`src/hdl/qphs_pkg.sv`:
```
// Shared types, constants and codes for the quadratic probing hash set.
package qphs_pkg;

  localparam int SLOTS       = 1024;
  localparam int KEY_BITS    = 31;
  localparam int SLOT_W      = $clog2(SLOTS);
  localparam int CNT_W       = SLOT_W + 1;
  localparam int CFG_W       = 11;
  localparam int DIV_W       = $clog2(KEY_BITS);
  localparam int PRIME_RESET = 5;
  localparam int STAT_W      = 2;
  localparam int REQ_W       = 2;

  // Request codes
  localparam logic [REQ_W-1:0] REQ_INSERT = 2'd0;
  localparam logic [REQ_W-1:0] REQ_REMOVE = 2'd1;
  localparam logic [REQ_W-1:0] REQ_SEARCH = 2'd2;

  // Result status codes
  localparam logic [STAT_W-1:0] STAT_OK    = 2'd0;
  localparam logic [STAT_W-1:0] STAT_DUP   = 2'd1;
  localparam logic [STAT_W-1:0] STAT_MISS  = 2'd2;
  localparam logic [STAT_W-1:0] STAT_LIMIT = 2'd3;

  typedef struct packed {
    logic [REQ_W-1:0]    req_type;
    logic [KEY_BITS-1:0] key;
  } qphs_in_t;

  typedef struct packed {
    logic [STAT_W-1:0] status;
    logic [SLOT_W-1:0] slot_index;
    logic [CNT_W-1:0]  entry_count;
  } qphs_out_t;

  typedef enum logic [2:0] {
    S_CLEAR,
    S_IDLE,
    S_DIV,
    S_INIT,
    S_PROBE,
    S_DONE
  } state_t;

  typedef struct packed {
    logic clr;
    logic load;
    logic div_step;
    logic init;
    logic probe;
    logic finish;
  } qphs_cmd_t;

  typedef struct packed {
    logic clr_last;
    logic div_last;
    logic probe_end;
    logic out_full;
  } qphs_sts_t;

endpackage

```
`src/hdl/qphs_ctrl.sv`:
```
// Sequencing state machine for the quadratic probing hash set.
module qphs_ctrl
  import qphs_pkg::*;
(
  input  logic      clk,
  input  logic      rst_n,
  input  logic      in_valid,
  output logic      in_ready,
  input  qphs_sts_t sts,
  output qphs_cmd_t cmd
);

  state_t state_r;
  state_t state_nxt;

  always_ff @(posedge clk) begin
    if (!rst_n) begin
      state_r <= S_CLEAR;
    end else begin
      state_r <= state_nxt;
    end
  end

  always_comb begin
    state_nxt = state_r;
    case (state_r)
      S_CLEAR: if (sts.clr_last) state_nxt = S_IDLE;
      S_IDLE:  if (in_valid)     state_nxt = S_DIV;
      S_DIV:   if (sts.div_last) state_nxt = S_INIT;
      S_INIT:                    state_nxt = S_PROBE;
      S_PROBE: if (sts.probe_end) state_nxt = S_DONE;
      S_DONE:  if (!sts.out_full) state_nxt = S_IDLE;
      default:                   state_nxt = S_CLEAR;
    endcase
  end

  always_comb begin
    cmd      = '0;
    in_ready = 1'b0;
    case (state_r)
      S_CLEAR: cmd.clr = 1'b1;
      S_IDLE: begin
        in_ready = 1'b1;
        cmd.load = in_valid;
      end
      S_DIV:   cmd.div_step = 1'b1;
      S_INIT:  cmd.init = 1'b1;
      S_PROBE: cmd.probe = 1'b1;
      S_DONE:  cmd.finish = !sts.out_full;
      default: cmd = '0;
    endcase
  end

endmodule

```
`config.mk`:
```
export PLATFORM = sky130hd
export DESIGN_NAME = qphs_ctrl
export DESIGN_NICKNAME = d
export VERILOG_FILES = /design/src/hdl/qphs_pkg.sv /design/src/hdl/qphs_ctrl.sv
export SDC_FILE = /design/constraint.sdc
export NUM_CORES = 1
export LEC_CHECK = 0
export BUFFER_PORTS_ARGS = -buffer_cell sky130_fd_sc_hd__buf_2
export CAP_MARGIN = 20
export CELL_PAD_IN_SITES_DETAIL_PLACEMENT = 1
export CELL_PAD_IN_SITES_GLOBAL_PLACEMENT = 1
export CORE_AREA = 2 2 39 41
export DETAILED_ROUTE_END_ITERATION = 8
export DIE_AREA = 0 0 41 43
export PLACE_DENSITY_LB_ADDON = 0.1
export SYNTH_ARGS = -nofsm -noshare
export SYNTH_HDL_FRONTEND = slang
export SYNTH_SLANG_ARGS = --single-unit
```
`constraint.sdc`:
```
create_clock -name clk -period 1.6 [get_ports clk]
set_input_delay 0.32 -clock clk [delete_from_list [all_inputs] [get_ports clk]]
set_output_delay 0.32 -clock clk [all_outputs]
set_load 0.01 [all_outputs]
```
==> summary.txt, run 1 <==
CTS
  • Root buf cell: clkbuf_4
  • Post-CTS Setup Bufs: 0
  • CTS tree: yes
  • Cts bufs inserted: 3
  • CTS Sinks: 3
  • CTS resizes: 0
  • Worst skew pair latency: 230 ps
  • Clk slew on worst S/H paths: 40 ps
  • Clock buffer depth: 2
  • # H-tree levels: 1
  • Hold buffer count at CTS: 0

Routing
  • Routed vias/inst: 4.05
  • DR iter-0 viols: 0
  • DR pass1 iterations: 1
  • Post-route DRC: 0
  • Final WL: 548 um
  • Wire per inst: 9.79 um
  • Via count: 227
  • Post-route ant nets: 0

Timing
  • TNS Setup: 0 ps
  • Achievable Freq: 688 MHz
  • Slew @ Worst Pin: 313 ps
  • Final worst-path cycle share: 0.908
  • Hold WS: 315 ps
  • Max-slew violations: 0
  • Clock Skew: 1.99 ps
  • Final setup viols: 0
  • Tmin final: 1450 ps
  • Final worst setup slack: 147 ps
  • Worst rel slew slack: 0.791
  • Unrepaired setup endpoints after global routing: false
  • Fin. Hold Viols: 0

Power
  • Cell Pwr Density: 940 nW/um^2
  • Pleak: 0.159 nW
  • Max VDD drop: 298 uV

Critical path
  • Crit path kind: reg -> out
  • Worst EP required: 1280 ps
  • Crit Path Max Fanout: 11
  • CP Launch Type: register
  • Worst EP arrival: 1130 ps
  • Setup crit start: state_r[0]
  • Worst r2r src: state_r[0]
  • Worst R2R Path Depth: 3
  • Crit path capture type: output port

Min path
  • Hold/Removal Path Class: in -> reg
  • Hold path depth: 3
  • Min-Delay Startpoint: sts[2]

Synthesis
  • Mapped Cells: 24
  • Yosys top cell area share: 0.296
  • Top cell type by total area after synthesis: dfxtp_1
  • Post-synthesis cell type count: 16
  • Synth Warn #: 0
  • Syn Area/Cell: 8.45 sq um
  • Sequential share of the synthesized area: 0.296
  • Synthesis-stage register bit count: 3
  • Post-synth net total: 31
  • Top post-synthesis cells by area: dfxtp_1 (30%), nor3b_1 (11%), o41ai_2 (8.0%)
  • Cell area after synthesis: 203 sq um

Die
  • I/O pin cnt: 14
  • Site row count: 14
  • Total Die Area: 1760 sq um
  • Total core area: 1380 sq um
  • Die Y: 43 um
  • Starting Density: 0.146
  • Die X: 41 um

Placed design
  • Gpl congestion: 0.560
  • Worst slack, placed: 372 ps
  • Port bufs: 13
  • Dpl hpwl: 436 um
  • Placed cell count: 52

Global routing
  • First-pass GRT wire length: 821 um
  • Pin count of the biggest net entering global routing: 12
  • Total gr overflow: 0
  • Initial antenna violation count: 0
  • Vias in the first global route: 208
  • All-Layer GR Usage: 0.0752

Final layout
  • Antenna diodes: 0
  • Ratio of cells with drive above 1 in the final layout: 0.475
  • Max reg flops: 3
  • Largest registers: state_r x3
  • Area Growth Syn to Fin: 51.2%
  • Non-filler instance count after layout: 56
  • Net count, final: 48
  • Top reg by flops: state_r

Job
  • Max cap viols: 0

Run status
  • Outcome: complete, no violations
[synthesized netlist by cell type]
cell type and instances:
a21oi_1 2, and3b_1 1, and4bb_1 1, buf_4 1
dfxtp_1 3, inv_1 2, nand2_1 1, nand2b_1 1
nand3_1 1, nor2_1 3, nor3_1 1, nor3b_1 3
nor3b_2 1, o21a_1 1, o41ai_2 1, or2_2 1
[worst max-delay path: stages (launching register included)]
cell and delay, ps:
dfxtp_1 490, and4bb_1 270, buf_2 140
[power by group]
part / total, W / internal, W / switching, W
logic: 0.0000608 / 0.0000324 / 0.0000284
clock network: 0.000132 / 0.0000934 / 0.0000387
registers: 0.0000952 / 0.0000817 / 0.0000136
[cells by family after synthesis]
kind of cell / share of synthesized area
compound gates: 0.167
buf+inv: 0.0741
simple gates: 0.463
flops: 0.296
[placed cells by master, fill, tap and decap left out]
cell and count:
buf_2 13, nor3b_1 3, nor2_1 3, clkbuf_4 3, dfxtp_1 3, inv_1 2
a21oi_1 2, and3b_1 1, nor3b_2 1, nand2b_1 1, nor3_1 1, and4bb_1 1
nand2_1 1, or2_2 1, nand3_1 1, o41ai_2 1, o21a_1 1, clkbuf_1 1
[metrics by stage]
step                total power, W   util  instance area [sq um]
finish                    0.000288  0.222                    307
global route              0.000309  0.222                    307
CTS                       0.000300  0.222                    307
floorplan                 0.000134      -                    203
global placement          0.000158  0.203                    280
detailed placement        0.000159  0.203                    280
[metal layers]
metal | GRT usage | vias up | share of wire | routed length [um]
met5 | 0 | - | 0 | 0
met4 | 0.100 | 0 | 0 | 0
met3 | 0.0157 | 0 | 0.046 | 25
met2 | 0.0906 | 5 | 0.50 | 272
met1 | 0.0897 | 106 | 0.45 | 249
li1 | - | 116 | - | -
[layout make-up]
class	instances	area, sq um
clock buffers	4	26.3
inverters	2	7.51
flip-flops and latches	3	60.1
well taps	16	20.0
fillers	160	1080
multi-input cells	18	128
repair buffers	13	65.1
[final timing paths]
check / to / slack [ps]
max reg2reg: state_r[0] / 460
min reg2reg: state_r[0] / 580
max: cmd[4] / 150
min: state_r[0] / 310
Note: power is estimated with default switching activity, not from simulation.
==> run 2, diff against run 1 <==
--- a/config.mk
+++ b/config.mk
@@ -10,6 +10,7 @@
 export CELL_PAD_IN_SITES_DETAIL_PLACEMENT = 1
 export CELL_PAD_IN_SITES_GLOBAL_PLACEMENT = 1
 export CORE_AREA = 2 2 39 41
+export CTS_CLUSTER_SIZE = 20
 export DETAILED_ROUTE_END_ITERATION = 8
 export DIE_AREA = 0 0 41 43
 export PLACE_DENSITY_LB_ADDON = 0.1
==> constraint.sdc (replaced) <==
create_clock -name clk -period 1.5 [get_ports clk]
set_input_delay 0.3 -clock clk [delete_from_list [all_inputs] [get_ports clk]]
set_output_delay 0.3 -clock clk [all_outputs]
set_load 0.01 [all_outputs]
==> summary.txt, run 2 (synthesis gave the netlist of run 1 again) <==
Run status
  • Outcome: complete, no violations

Placed design
  • Port bufs: 13
  • Dpl hpwl: 436 um
  • Placed cell count: 52
  • Gpl congestion: 0.560

CTS
  • CTS Sinks: 3
  • Cts bufs inserted: 3
  • Root buf cell: clkbuf_4
  • Clk slew on worst S/H paths: 40 ps
  • Clock buffer depth: 2
  • Worst skew pair latency: 230 ps
  • Post-CTS Setup Bufs: 0
  • CTS tree: yes
  • # H-tree levels: 1

Job
  • Max cap viols: 0

Timing
  • Clock Skew: 2.18 ps
  • TNS Setup: 0 ps
  • Achievable Freq: 703 MHz
  • Final setup viols: 0
  • Max-slew violations: 0
  • Tmin final: 1420 ps
  • Unrepaired setup endpoints after global routing: false
  • Fin. Hold Viols: 0
  • Final worst-path cycle share: 0.948
  • Slew @ Worst Pin: 250 ps
  • Worst rel slew slack: 0.833

Final layout
  • Max reg flops: 3
  • Top reg by flops: state_r
  • Largest registers: state_r x3
  • Non-filler instance count after layout: 56
  • Register area: 62.6 sq um
  • Area Growth Syn to Fin: 52.5%
  • Multi-input logic area: 128 sq um
  • Net count, final: 48
  • Ratio of cells with drive above 1 in the final layout: 0.525
  • Antenna diodes: 0
  • Fill count: 160
  • Commonest non-fill, non-tap cell in the layout: buf_2
  • Most frequent cells in the layout: buf_2 (13), nor3b_1 (3), nor2_1 (3), clkbuf_4 (3)

Routing
  • DR pass1 iterations: 1
  • Routed vias/inst: 4.05
  • Final WL: 548 um
  • DR iter-0 viols: 0
  • Via count: 227
  • Post-route ant nets: 0
  • Post-route DRC: 0
  • Wire per inst: 9.79 um

Power
  • Cell Pwr Density: 999 nW/um^2
  • Max VDD drop: 318 uV
  • Pleak: 0.160 nW

Min path
  • Hold/Removal Path Class: in -> reg

Global routing
  • Vias in the first global route: 208
  • All-Layer GR Usage: 0.0752
  • Initial antenna violation count: 0
  • Total gr overflow: 0
  • Pin count of the biggest net entering global routing: 12
  • First-pass GRT wire length: 821 um

Die
  • Total core area: 1380 sq um
  • Site row count: 14
  • Die Y: 43 um
  • Starting Density: 0.146
  • I/O pin cnt: 14
  • Total Die Area: 1760 sq um
  • Die X: 41 um

Critical path
  • Crit Path Max Fanout: 7
  • Crit path kind: reg -> out
  • Worst EP required: 1200 ps
  • Worst EP arrival: 1120 ps
  • CP Launch Type: register
  • Crit path capture type: output port
==> run 2: cell type report <==
cell class / instances / share of cell area
tap: 16 / 0.0648
clock buffer: 4 / 0.0850
multi-input combinational: 18 / 0.413
timing repair buffer: 13 / 0.211
sequential: 3 / 0.202
inverter: 2 / 0.0243
==> run 2: path summary, 6_finish.rpt <==
path | start | to | slack, ps | depth (start not counted)
worst max-delay path | state_r[1] | cmd[3] | 80 | 2
worst min-delay path | sts[2] | state_r[0] | 290 | 3
worst max register to register | state_r[0] | state_r[0] | 410 | 3
worst min register to register | state_r[1] | state_r[0] | 570 | 1
==> run 2: what timing repair did <==
action	CTS	global route
resized for setup	0	2
hold buffers	0	0
setup endpoints to repair	0	3
==> run 2: metal layers <==
metal  share of wire  global-route usage  routed length (um)
met1            0.45              0.0897                 249
met2            0.50              0.0906                 272
met3           0.046              0.0157                  25
met4               0               0.100                   0
met5               0                   0                   0
==> run 2: worst max-delay path: stages (launching register included) <==
cell and delay (ps):
dfxtp_1 420, nor3b_2 290, buf_2 180
==> run 2: power breakdown <==
group | switching, W | internal, W | leakage (nW)
combinational | 0.0000303 | 0.0000346 | 0.119
sequential | 0.0000144 | 0.0000882 | 0.0253
clock | 0.0000415 | 0.0000997 | 0.0150
total | 0.0000862 | 0.000223 | 0.160
==> run 2: per-stage QoR <==
step / hold slack [ps] / power, W / area [sq um] / worst slack (ps) / utilization
after floorplan: 418 / 0.000143 / 203 / 368 / -
after global placement: 530 / 0.000168 / 280 / 291 / 0.203
after detailed placement: 537 / 0.000169 / 280 / 292 / 0.203
after CTS: 289 / 0.000320 / 307 / 39.2 / 0.222
after global routing: 294 / 0.000331 / 309 / 1.78 / 0.223
final: 295 / 0.000309 / 309 / 78.4 / 0.223
==> run 3, diff against run 2 <==
--- a/config.mk
+++ b/config.mk
@@ -10,6 +10,7 @@
 export CELL_PAD_IN_SITES_DETAIL_PLACEMENT = 1
 export CELL_PAD_IN_SITES_GLOBAL_PLACEMENT = 1
 export CORE_AREA = 2 2 39 41
+export CTS_CLUSTER_DIAMETER = 200
 export CTS_CLUSTER_SIZE = 20
 export DETAILED_ROUTE_END_ITERATION = 8
 export DIE_AREA = 0 0 41 43
==> constraint.sdc (replaced) <==
create_clock -name clk -period 1.5 [get_ports clk]
set_input_delay 0.3 -clock clk [delete_from_list [all_inputs] [get_ports clk]]
set_output_delay 0.3 -clock clk [all_outputs]
set_load 0.05 [all_outputs]
==> summary.txt, run 3 (synthesis gave the netlist of run 1 again) <==
Critical path
  • Crit Path Max Fanout: 8
  • Top delay family on crit path: flip-flops
  • Worst EP required: 1200 ps
  • Setup crit start: state_r[2]
  • Worst EP arrival: 1130 ps
  • Critical Path, Cell by Cell: and4bb_1, clkbuf_4
  • Crit path capture type: output port
  • Worst r2r src: state_r[0]
  • WP buf/inv: 1
  • Worst R2R Path Depth: 3
  • Worst path max stage delay: 370 ps
  • Crit path kind: reg -> out
  • CP Launch Type: register
  • R2R Setup Slk: 440 ps
  • Slowest library cell on the worst path: dfxtp_4
  • Reg-to-reg endpoint: state_r[0]

Run status
  • Outcome: complete, no violations

Timing
  • Unrepaired setup endpoints after global routing: false
  • Max-slew violations: 0
  • Slew @ Worst Pin: 247 ps
  • Worst rel slew slack: 0.837
  • Tmin final: 1430 ps
  • Final worst-path cycle share: 0.954
  • Final setup viols: 0
  • Achievable Freq: 699 MHz
  • Clock Skew: 1.97 ps
  • Fin. Hold Viols: 0

Routing
  • Routed vias/inst: 4.11
  • DR pass1 iterations: 2
  • Final WL: 553 um
  • Post-route ant nets: 0
  • Post-route DRC: 0
  • DR iter-0 viols: 2
  • Via count: 230
  • Wire per inst: 9.88 um

Global routing
  • Initial antenna violation count: 0
  • First-pass GRT wire length: 759 um
  • Pin count of the biggest net entering global routing: 12
  • All-Layer GR Usage: 0.0652
  • Total gr overflow: 0
  • Vias in the first global route: 211

Final layout
  • Commonest non-fill, non-tap cell in the layout: buf_2
  • Ratio of cells with drive above 1 in the final layout: 0.650
  • Register area: 68.8 sq um
  • Largest registers: state_r x3
  • Most frequent cells in the layout: buf_2 (9), clkbuf_4 (5), nor2_1 (3)
  • Max reg flops: 3
  • Net count, final: 48
  • Top reg by flops: state_r
  • Multi-input logic area: 156 sq um
  • Antenna diodes: 0
  • Fill count: 180
  • Area Growth Syn to Fin: 76.5%
  • Cell area after layout: 358 sq um

Die
  • Site row count: 14
  • Die X: 41 um
  • Total core area: 1380 sq um
  • Starting Density: 0.146
  • Total Die Area: 1760 sq um
  • Die Y: 43 um
  • I/O pin cnt: 14

Job
  • Max cap viols: 0

Power
  • Pleak: 0.167 nW
  • Cell Pwr Density: 1020 nW/um^2
  • Final Power: 0.000366 W
  • Max VDD drop: 284 uV

Min path
  • Hold path depth: 3
  • WHS Endpoint: state_r[0]
  • Min-Delay Startpoint: sts[2]
  • Hold/Removal Path Class: in -> reg

Placed design
  • Area post-placement: 295 sq um
  • Port bufs: 13
  • Dpl hpwl: 440 um
  • Gpl congestion: 0.566

CTS
  • Post-CTS Setup Bufs: 0
  • Clk slew on worst S/H paths: 40 ps
  • Clock buffer depth: 2
  • CTS tree: yes
  • CTS Sinks: 3
  • Worst skew pair latency: 230 ps
  • # H-tree levels: 1
  • Cts bufs inserted: 3
  • Root buf cell: clkbuf_4
[run 3: routing by layer]
metal,wire length (um),share of wire,global-route usage,vias up
li1,-,-,-,116
met1,227,0.41,0.0705,107
met2,282,0.51,0.0969,7
met3,44,0.080,0.0157,0
met4,0,0,0.0600,0
met5,0,0,0,-
[run 3: repair_timing]
action	4_1_cts	5_1_grt
endpoints found under the setup margin	6	4
hold buffers	0	0
resized for setup	6	6
pin swaps	0	1
[run 3: worst max-delay path by stage]
stage               cells past startpoint  slack, ps     end
floorplan                               2        -30  cmd[0]
global placement                        3        140  cmd[0]
detailed placement                      3        120  cmd[0]
CTS                                     2          7  cmd[4]
global route                            3         20  cmd[0]
finish                                  2         70  cmd[4]
[run 3: layout make-up]
class	instances	share of cell area
repair buffers	13	0.220
well taps	16	0.0559
multi-input cells	18	0.437
flip-flops and latches	3	0.192
inverters	2	0.0210
clock buffers	4	0.0734
[run 3: metrics by stage]
| step | TNS, ps | worst slack, ps | utilization | std cells | hold slack [ps] |
|---|---|---|---|---|---|
| 2_1_floorplan | -55.7 | -30.8 | - | 24 | 418 |
| 3_3_place_gp | 0 | 144 | 0.213 | 52 | 529 |
| 3_5_place_dp | 0 | 121 | 0.213 | 52 | 534 |
| 4_1_cts | 0 | 7.08 | 0.243 | 56 | 304 |
| 5_1_grt | 0 | 18.7 | 0.259 | 56 | 311 |
| 6_report | 0 | 69.7 | 0.259 | 56 | 304 |
[run 3: power by group]
group / internal [W] / leakage [nW] / total (W) / switching [W]
sequential: 0.0000878 / 0.0264 / 0.000106 / 0.0000184
clock: 0.0000995 / 0.0150 / 0.000138 / 0.0000386
combinational: 0.0000453 / 0.126 / 0.000122 / 0.0000765
total: 0.000233 / 0.167 / 0.000366 / 0.000134
[run 3: worst register-to-register path, delay by kind of cell (launching register included)]
| family | cells | cell delay, ps |
|---|---|---|
| flops | 1 | 370 |
| simple gates | 1 | 300 |
| compound gates | 2 | 280 |
